===== config.mk =====
export PLATFORM = sky130hd
export DESIGN_NAME = frame_deframer_sum_check
export DESIGN_NICKNAME = d
export VERILOG_FILES = /design/src/fdsc_pkg.sv /design/src/frame_deframer_sum_check.sv /design/src/fdsc_step.sv
export SDC_FILE = /design/constraint.sdc
export NUM_CORES = 1
export LEC_CHECK = 0
export BUFFER_PORTS_ARGS = -buffer_cell sky130_fd_sc_hd__buf_2
export CAP_MARGIN = 40
export CORE_UTILIZATION = 37
export CTS_CLUSTER_SIZE = 24
export DETAILED_ROUTE_END_ITERATION = 10
export GPL_TIMING_DRIVEN = 0
export PLACE_DENSITY = 0.6
export SYNTH_ARGS = -nofsm -noshare
export SYNTH_HDL_FRONTEND = slang
export SYNTH_SLANG_ARGS = --single-unit

===== constraint.sdc =====
create_clock -name i_clk -period 3.9 [get_ports i_clk]
set_input_delay 0.195 -clock i_clk [delete_from_list [all_inputs] [get_ports i_clk]]
set_output_delay 0.195 -clock i_clk [all_outputs]
set_load 0.01 [all_outputs]

===== src/fdsc_pkg.sv =====
// ----------------------------------------------------------------------------
// fdsc_pkg
// Types and constants shared by the frame deframer and its step logic.
// ----------------------------------------------------------------------------
`default_nettype none

package fdsc_pkg;

    localparam logic [7:0]  HEAD_BYTE     = 8'hCC;
    localparam logic [31:0] MIN_LENGTH    = 32'd12;
    localparam logic [15:0] MAX_FRAME_RST = 16'd1024;

    // status codes of a result word
    localparam logic [2:0] ST_BUSY    = 3'd0;
    localparam logic [2:0] ST_OK      = 3'd1;
    localparam logic [2:0] ST_BADSUM  = 3'd2;
    localparam logic [2:0] ST_BADHEAD = 3'd3;
    localparam logic [2:0] ST_BADLEN  = 3'd4;

    typedef enum logic [2:0] {
        PH_HEAD = 3'b001,
        PH_LEN  = 3'b010,
        PH_BODY = 3'b100
    } t_phase;

    typedef struct packed {
        t_phase      phase;
        logic [15:0] pos;
        logic [31:0] len;
        logic [15:0] sum;
        logic [15:0] rx_sum;
        logic [15:0] cmd;
        logic [7:0]  adr;
        logic [7:0]  rslt;
    } t_state;

    typedef struct packed {
        logic [2:0]  status;
        logic [15:0] command;
        logic [7:0]  address;
        logic [7:0]  result_code;
        logic [15:0] frame_length;
    } t_result;

    localparam t_state STATE_IDLE = '{
        phase:  PH_HEAD,
        pos:    16'd0,
        len:    32'd0,
        sum:    16'd0,
        rx_sum: 16'd0,
        cmd:    16'd0,
        adr:    8'd0,
        rslt:   8'd0
    };

endpackage

`default_nettype wire


===== src/frame_deframer_sum_check.sv =====
// ----------------------------------------------------------------------------
// frame_deframer_sum_check
// Length-prefixed frame deframer with 16-bit additive checksum.
// ----------------------------------------------------------------------------
// Every accepted byte produces exactly one result word in the next cycle, and a
// new byte is taken every cycle while the result register is empty or being
// drained. The rate is one byte per clock, set by the single state update per
// byte in fdsc_step; the result register decouples the two sides. Results with
// status in progress, bad head or bad length carry zero data; ok and checksum
// bad carry the captured command, address, result byte and length. The frame
// size limit is written through i_cfg_we/i_cfg_wdata and resets to 1024.
`default_nettype none

module frame_deframer_sum_check (
    input  wire logic        i_clk,
    input  wire logic        i_rst_n,
    input  wire logic        i_cfg_we,
    input  wire logic [15:0] i_cfg_wdata,
    input  wire logic        s_axis_tvalid,
    output wire logic        s_axis_tready,
    input  wire logic [7:0]  s_axis_tdata,  // [7:0] rx_byte
    output wire logic        m_axis_tvalid,
    input  wire logic        m_axis_tready,
    // [15:0] command, [23:16] address, [31:24] result_code, [47:32] frame_length
    output wire logic [47:0] m_axis_tdata,
    output wire logic [2:0]  m_axis_tuser   // [2:0] status
);

    logic [15:0]       r_max_frame;
    fdsc_pkg::t_state  r_state;
    fdsc_pkg::t_state  n_state;
    fdsc_pkg::t_result n_result;
    fdsc_pkg::t_result r_result;
    logic              r_out_valid;
    logic              in_fire;

    assign s_axis_tready = !r_out_valid || m_axis_tready;
    assign in_fire       = s_axis_tvalid && s_axis_tready;

    fdsc_step u_step (
        .i_state     (r_state),
        .i_byte      (s_axis_tdata),
        .i_max_frame (r_max_frame),
        .o_state     (n_state),
        .o_result    (n_result)
    );

    always_ff @(posedge i_clk) begin
        if (!i_rst_n) begin
            r_max_frame <= fdsc_pkg::MAX_FRAME_RST;
        end else if (i_cfg_we) begin
            r_max_frame <= i_cfg_wdata;
        end
    end

    always_ff @(posedge i_clk) begin
        if (!i_rst_n) begin
            r_state     <= fdsc_pkg::STATE_IDLE;
            r_out_valid <= 1'b0;
        end else begin
            if (in_fire) begin
                r_state     <= n_state;
                r_out_valid <= 1'b1;
            end else if (m_axis_tready) begin
                r_out_valid <= 1'b0;
            end
        end
    end

    always_ff @(posedge i_clk) begin
        if (in_fire) begin
            r_result <= n_result;
        end
    end

    assign m_axis_tvalid = r_out_valid;
    assign m_axis_tuser  = r_result.status;
    assign m_axis_tdata  = {r_result.frame_length, r_result.result_code,
                            r_result.address, r_result.command};

endmodule

`default_nettype wire


===== src/fdsc_step.sv =====
// ----------------------------------------------------------------------------
// fdsc_step
// Per-byte frame tracking: next deframer state and the result for one byte.
// ----------------------------------------------------------------------------
`default_nettype none

module fdsc_step (
    input  var fdsc_pkg::t_state  i_state,
    input  wire logic [7:0]       i_byte,
    input  wire logic [15:0]      i_max_frame,
    output var fdsc_pkg::t_state  o_state,
    output var fdsc_pkg::t_result o_result
);

    logic [31:0] len_new;
    logic [32:0] total;
    logic [31:0] pos_ext;

    assign pos_ext = {16'd0, i_state.pos};

    always_comb begin
        o_state  = i_state;
        o_result = '0;
        o_result.status = fdsc_pkg::ST_BUSY;
        len_new  = i_state.len;
        total    = '0;

        case (i_state.phase)
            fdsc_pkg::PH_LEN: begin
                // length bytes sit at positions 2..5, little endian
                case (i_state.pos[1:0])
                    2'd2:    len_new[7:0]   = i_state.len[7:0]   | i_byte;
                    2'd3:    len_new[15:8]  = i_state.len[15:8]  | i_byte;
                    2'd0:    len_new[23:16] = i_state.len[23:16] | i_byte;
                    default: len_new[31:24] = i_state.len[31:24] | i_byte;
                endcase
                total       = {1'b0, len_new} + 33'd4;
                o_state.len = len_new;
                o_state.sum = i_state.sum + {8'd0, i_byte};
                o_state.pos = i_state.pos + 16'd1;
                if (i_state.pos >= 16'd5) begin
                    if (total > {17'd0, i_max_frame} || len_new < fdsc_pkg::MIN_LENGTH) begin
                        o_state         = fdsc_pkg::STATE_IDLE;
                        o_result.status = fdsc_pkg::ST_BADLEN;
                    end else begin
                        o_state.phase = fdsc_pkg::PH_BODY;
                    end
                end
            end
            fdsc_pkg::PH_BODY: begin
                if (pos_ext < i_state.len) begin
                    o_state.sum = i_state.sum + {8'd0, i_byte};
                end
                case (i_state.pos)
                    16'd7:   o_state.cmd[7:0]  = i_byte;
                    16'd8:   o_state.cmd[15:8] = i_byte;
                    16'd10:  o_state.adr       = i_byte;
                    16'd11:  o_state.rslt      = i_byte;
                    default: ;
                endcase
                if (pos_ext == i_state.len) begin
                    o_state.rx_sum[7:0] = i_byte;
                end else if (pos_ext == i_state.len + 32'd1) begin
                    o_state.rx_sum[15:8] = i_byte;
                end
                // length was bounded to 16 bits at the length check
                if (pos_ext >= i_state.len + 32'd3) begin
                    o_result.status       = (o_state.sum == o_state.rx_sum) ?
                                            fdsc_pkg::ST_OK : fdsc_pkg::ST_BADSUM;
                    o_result.command      = o_state.cmd;
                    o_result.address      = o_state.adr;
                    o_result.result_code  = o_state.rslt;
                    o_result.frame_length = i_state.len[15:0];
                    o_state               = fdsc_pkg::STATE_IDLE;
                end else begin
                    o_state.pos = i_state.pos + 16'd1;
                end
            end
            default: begin
                // waiting for the two head bytes
                if (i_byte != fdsc_pkg::HEAD_BYTE) begin
                    o_state         = fdsc_pkg::STATE_IDLE;
                    o_result.status = fdsc_pkg::ST_BADHEAD;
                end else if (i_state.pos >= 16'd1) begin
                    o_state.phase = fdsc_pkg::PH_LEN;
                    o_state.pos   = 16'd2;
                end else begin
                    o_state.phase = fdsc_pkg::PH_HEAD;
                    o_state.pos   = 16'd1;
                end
            end
        endcase
    end

endmodule

`default_nettype wire


# Yosys cells after proc, flatten, opt, wreduce, memory -nomap -nowiden
# Index checks and enable logic that the tools add are counted.
dict set report word_totals {
  regBits 183
  word_cells 95
  output_inout_bits 53
  input_bits 29
}
dict set report classes {
  order_cmp 6
  n_addsub 5
  reduce_logical 13
  n_eq_ne 15
  bitwise 4
  n_mux 37
}
# op n
set op_table {}
lappend op_table {{$pmux W115 S2} 1}
lappend op_table {{$mux W96} 2}
lappend op_table {{$mux W8} 17}
lappend op_table {{$mux W115} 1}
lappend op_table {{$mux W112} 1}
lappend op_table {{$eq A16 B32 Y1} 2}
lappend op_table {{$mux W51} 1}
lappend op_table {{$eq A16 B4 Y1 const B} 3}
lappend op_table {{$mux W16} 3}
lappend op_table {{$add A32 B3 Y33 const B} 1}
lappend op_table {{$gt A33 B16 Y1} 1}
lappend op_table {{$add A32 B1 Y32 const B} 1}
lappend op_table {{$add A32 B2 Y32 const B} 1}
lappend op_table {{$ge A16 B32 Y1} 1}
lappend op_table {{$lt A16 B32 Y1} 1}
lappend op_table {{$lt A32 B4 Y1 const B} 1}
lappend op_table {{$or A8 B8 Y8} 4}
lappend op_table {{$mux W19} 1}
lappend op_table {{$mux W18} 1}
lappend op_table {{$add A16 B1 Y16 const B} 1}
lappend op_table {{$add A16 B8 Y16} 1}
lappend op_table {{$eq A16 B16 Y1} 1}
lappend op_table {{$eq A16 B3 Y1 const B} 1}
lappend op_table {{$ge A16 B1 Y1 const B} 1}
lappend op_table {{other kinds (20)} 31}

# Logic depth before layout (Yosys ltp)
dict set report logic_depth {
  ltp_word 10
  depth_mapped 23
  mapped_depth_nobuf 21
}

# Cells and area by module
# A second synthesis with hierarchy kept.
dict set report hier_totals {
  cells_unflattened 1808
  hier_area_um2 14401.3
}
# mod seq_area_each_um2 n_inst area_per_inst_um2 cells_per_inst
set by_module_without_submodules {}
lappend by_module_without_submodules {fdsc_step 0.0 1 7697.4 1202}
lappend by_module_without_submodules {frame_deframer_sum_check 4174.0 1 6703.9 606}

# Worst setup path after synthesis
# No wires, ideal clock.
dict set report synth_timing {
  kind {flip-flop to flip-flop}
  start {register r_state[96] (netlist name)}
  end {register r_state[56] (netlist name)}
  path_stages_with_launch 21
  required_ns 3.831
  path_slack_ns -0.164
  period_less_slack_ns 4.064
  path_buffers 2
  arrival_time_ns 3.995
  setup_ns 0.069
  cell_sequence {dfxtp_1 inv_1 ha_1 buf_2 a21oi_1 or3_1 nor4_1 xnor2_1 ha_1 a21o_1 a21o_1 a21oi_1 o21ai_0 a21o_1 a2111oi_0 nand4_1 a21oi_2 o21a_1 clkbuf_1 a21boi_1 o21ai_1}
}
dict set report synth_between {
  elab_chain_len 10
  elab_cells_between_ends 25
  cone_classes {add/sub (1); order compare (5); eq/ne (2); mux (14); reduce/logical (3)}
}
# element line_no
set synth_rtl {}
lappend synth_rtl {{start, declared} frame_deframer_sum_check.sv:30} ;# fdsc_pkg::t_state r_state;
lappend synth_rtl {{start signal, assigned} frame_deframer_sum_check.sv:58} ;# r_state <= fdsc_pkg::STATE_IDLE;
lappend synth_rtl {{start signal, assigned} frame_deframer_sum_check.sv:62} ;# r_state <= n_state;
lappend synth_rtl {{$eq A2 B2 Y1 or $logic_not A2 Y1 (tied branches)} fdsc_step.sv:31} ;# case (i_state.pos[1:0])
lappend synth_rtl {{$reduce_or A3 Y1 (no source line)} n/a}
lappend synth_rtl {{$mux W8} fdsc_step.sv:31}
lappend synth_rtl {{$mux W8} fdsc_step.sv:28} ;# case (i_state.phase)
lappend synth_rtl {{$add A32 B3 Y33} fdsc_step.sv:37} ;# total = {1'b0, len_new} + 33'd4;
lappend synth_rtl {{$gt A33 B16 Y1} fdsc_step.sv:42} ;# if (total > {17'd0, i_max_frame} || len_new < fdsc_pkg::MIN_LENGTH) begin
lappend synth_rtl {{$logic_or A1 B1 Y1} fdsc_step.sv:42}
lappend synth_rtl {{$mux W112} fdsc_step.sv:42}
lappend synth_rtl {{$mux W115} fdsc_step.sv:41} ;# if (i_state.pos >= 16'd5) begin
lappend synth_rtl {{$pmux W115 S2 *} fdsc_step.sv:28}
# Every way passes the cells marked *; elsewhere a longest branch is shown, timed or not. The select of a mux whose other input is x is not followed.
# A chain may end at the register's enable or synchronous reset.

# Worst setup path in the final report
dict set report layout_timing {
  start {register r_state[96] (netlist name)}
  end {register r_state[59] (netlist name)}
}
# The elaborated chain is that of the path after synthesis.

==> flow_summary.json <==
{
  "status": "finished with violations",
  "violations": "negative setup slack",
  "tightest_slew_ns": 0.864,
  "max_slew_margin_pct": 42.4,
  "ys_seq_area_share_pct": 33.5,
  "clock_latency_ns": 0.46,
  "period_share_pct": 107,
  "grt.overflow.total": 0,
  "dieArea_sq_um": 34400,
  "synth_area_sq_um": 12500,
  "synth_simple_gate_area_share_pct": 23.4,
  "grt_pass1_vias": 11317,
  "cp_max_fo": 7,
  "wire_per_inst_um": 20.6,
  "rr_worst_depth": 21,
  "totalWireLength_um": 43900,
  "fin_ws_ns": -0.262,
  "ys_ff_latch": 183,
  "hold_violations": 0,
  "synthesis.nets": 1552,
  "layout-drive-gt1-share_pct": 28.4,
  "synth-compound-area-share_pct": 21.2,
  "synthAdderAreaFrac_pct": 6.59,
  "nets": 1767,
  "stdcell_count": 2128,
  "hp-class": "primary input to flop",
  "post-route-min-period_ns": 4.16,
  "track_usage_pct": 25.2,
  "p_leak_nw": 6.10,
  "n_antenna_cell": 0,
  "worstPathRequired_ns": 4.29,
  "die_height_um": 185,
  "syn_area_per_cell_sq_um": 8.54,
  "r2r_slack_ns": -0.26,
  "setup_viol": 112,
  "arrival_ns": 4.55,
  "place_inst": 1981,
  "io_pins": 82,
  "r2r_end": "r_state[59]",
  "slew_violations": 0,
  "synthXorXnorAreaFrac_pct": 6.12,
  "antenna_found_initial": 0,
  "ir_drop_v": 0.000292,
  "htree_levels": 4,
  "path_clk_slew_ns": 0.08,
  "dp_hpwl_um": 30700,
  "grt_max_degree": 61,
  "maxCapViolCount": 0,
  "yosysWarnings": 0,
  "end_kind": "flop",
  "dp_slack_ns": -1.24,
  "powerDensity_nw_per_um2": 265,
  "rows": 66,
  "nFillCells": 3082,
  "first_pass_iters": 7,
  "drc": 0,
  "grt_first_pass_wirelength_um": 65600,
  "port_buffers": 79,
  "cts-root-buf": "clkbuf_16",
  "yosysUniqueCellTypes": 93,
  "initial_core_util_pct": 38.0,
  "synth_flop_cell": "dfxtp_1",
  "synthArstFlopShare_pct": 0,
  "rsz0062_at_grt": "true",
  "clkSinkCount": 183,
  "cp-endpoint": "r_state[59]",
  "synthCells": 1458,
  "vias": 12534,
  "drt-initial-drc-count": 1088,
  "clk_path_buf_depth": 2,
  "muxShareOfSynthArea_pct": 3.87,
  "cts_buffers": 17,
  "postRouteAntennaNets": 0,
  "cts_tree": "yes",
  "synth-edff-count": 51,
  "skew_ns": 0.0161,
  "critPathLaunch": "r_state[96]",
  "die_w_um": 185,
  "synth_top_family_by_area": "simple AND/OR/NAND/NOR gates",
  "core_area_sq_um": 32800,
  "r2r-start": "r_state[96]",
  "timing.fmax_ghz": 0.240,
  "path_class": "flop to flop",
  "routabilityCongestion": 0.920,
  "start_kind": "flop",
  "area_delta_synth_final_pct": 31.1,
  "drt-vias-per-instance": 5.89
}
critical path: stages, from the launching register on:
cell and delay, ns:
dfxtp_4 0.37, inv_4 0.07, ha_4 0.13, buf_12 0.13
nand2_4 0.07, nand2_4 0.14, ha_4 0.16, nand2b_4 0.08
buf_12 0.13, buf_4 0.12, or4_1 0.49, buf_2 0.18
nor4_4 0.18, o221ai_1 0.15, or4_4 0.56, nor4_4 0.26
buf_4 0.20, nor2_4 0.07, a21oi_4 0.23, buf_6 0.16
nand3_1 0.07, o21ai_1 0.11
synthesized netlist by cell type (5+ instances only):
cell type | count | area share (%)
a211oi_1 | 10 | 0.60
o211ai_1 | 10 | 0.60
nor2_1 | 108 | 3.3
and2_1 | 5 | 0.25
nand2b_1 | 12 | 0.60
a2111oi_0 | 5 | 0.35
o31ai_1 | 6 | 0.36
a32o_1 | 33 | 2.7
buf_2 | 18 | 0.72
o21ai_2 | 6 | 0.42
o21ai_1 | 21 | 0.84
buf_6 | 5 | 0.45
o21a_1 | 7 | 0.42
mux2i_1 | 47 | 3.8
dfxtp_1 | 132 | 21
clkbuf_1 | 59 | 1.8
a22o_1 | 12 | 0.84
and3_1 | 20 | 1.0
or2_2 | 8 | 0.40
a31oi_1 | 15 | 0.75
xnor2_1 | 67 | 4.7
nor3b_2 | 10 | 1.0
buf_4 | 10 | 0.60
nor3_1 | 40 | 1.6
nand4b_1 | 6 | 0.42
nor4_2 | 5 | 0.50
a21oi_1 | 108 | 4.3
xor2_1 | 20 | 1.4
a21o_1 | 25 | 1.5
nand3_1 | 45 | 1.8
o21ai_0 | 42 | 1.7
or3_1 | 5 | 0.25
or4_1 | 12 | 0.72
nand2_1 | 150 | 4.5
nor4_1 | 34 | 1.7
o2111ai_1 | 6 | 0.42
nand4_1 | 31 | 1.6
nor2b_1 | 26 | 1.3
edfxtp_1 | 51 | 12
inv_1 | 50 | 1.5
o2bb2ai_1 | 17 | 1.2
ha_1 | 64 | 6.4
nor3b_1 | 5 | 0.30
flip-flops by register name, summed over array words and instances, names as in the netlist:
name	count
r_state	115
m_axis_tdata	48
r_max_frame	16
m_axis_tuser	3
m_axis_tvalid	1
logic make-up (layout without fill, tap and decap cells):
| family | after synthesis | in the layout |
|---|---|---|
| simple gates | 546 | 546 |
| compound gates | 379 | 379 |
| flops | 183 | 183 |
| buf+inv | 150 | 378 |
| xor+xnor | 87 | 87 |
| fa+ha+maj | 65 | 65 |
| mux | 48 | 48 |
report_power, final:
group | switching [W] | internal, W | total (W)
Clock | 0.000876 | 0.000911 | 0.00179
Combinational | 0.000340 | 0.000201 | 0.000542
Sequential | 0.0000154 | 0.00198 | 0.00200
metal layers:
metal	vias to the layer above	track usage, %	wire length (um)
met5	-	0	0
met4	0	8.99	1390
met3	87	4.19	3780
met2	585	38.4	19300
met1	6022	35.6	19500
li1	5840	-	-
cells in the final DEF (no fill, tap or decap), types with 12 or more instances in the layout:
master / instances
clkinvlp_4: 12
edfxtp_1: 51
nor2_1: 98
nor3_1: 26
inv_1: 37
o21ai_1: 23
a31oi_1: 14
ha_1: 55
xnor2_1: 61
clkbuf_16: 17
a21o_1: 25
o21ai_0: 33
buf_4: 99
mux2i_1: 40
nor3_2: 13
nor4_1: 22
a22o_1: 12
a32o_1: 33
nand2_1: 140
nand4_1: 31
clkbuf_1: 42
buf_2: 88
and3_1: 19
a21oi_2: 13
a21oi_1: 93
nor2b_1: 25
xor2_1: 19
dfxtp_1: 121
nand3_1: 40
nor4_4: 13
buf_6: 28
layout make-up:
cell class	count	area, sq um	share of cell area (%)
Buffer	94	644	3.95
Sequential cell	183	4200	25.8
Multi-Input combinational cell	1125	8650	53.0
Inverter	53	239	1.46
Timing Repair Buffer	199	1440	8.85
Clock buffer	17	425	2.61
Tap cell	442	553	3.39
Clock inverter	15	160	0.982
stage by stage:
step | setup TNS (ns) | util, % | area (sq um) | power (W) | hold slack, ns
2_1_floorplan | -0.00781 | - | 12500 | 0.00233 | 0.325
3_3_place_gp | -159.59 | 41.0 | 13400 | 0.00249 | 0.426
3_5_place_dp | -155.89 | 41.0 | 13400 | 0.00249 | 0.441
4_1_cts | -24.73 | 46.5 | 15300 | 0.00430 | 0.000201
5_1_grt | -39.48 | 49.8 | 16300 | 0.00446 | 0.0248
6_report | -21.95 | 49.8 | 16300 | 0.00433 | 0.00358
worst min-delay path by stage:
stage,slack [ns],cells past startpoint,from,endpoint
after floorplan,0.33,2,i_cfg_wdata[10],r_max_frame[10]
after global placement,0.43,3,i_cfg_wdata[10],r_max_frame[10]
after detailed placement,0.44,3,i_cfg_wdata[10],r_max_frame[10]
after CTS,0.0002,3,i_cfg_wdata[7],r_max_frame[7]
after global routing,0.02,3,i_cfg_wdata[11],r_max_frame[11]
final,0.004,3,i_cfg_wdata[7],r_max_frame[7]
timing repair:
| item | 4_1_cts | 5_1_grt |
|---|---|---|
| hold buffers | 8 | 0 |
| pin swaps | 63 | 44 |
| setup endpoints to repair | 166 | 150 |
| endpoints found under the hold margin | 8 | 0 |
| gates cloned | 3 | 1 |
| setup buffers | 49 | 56 |
| resized for setup | 171 | 142 |
(Power assumes the default switching activity.)
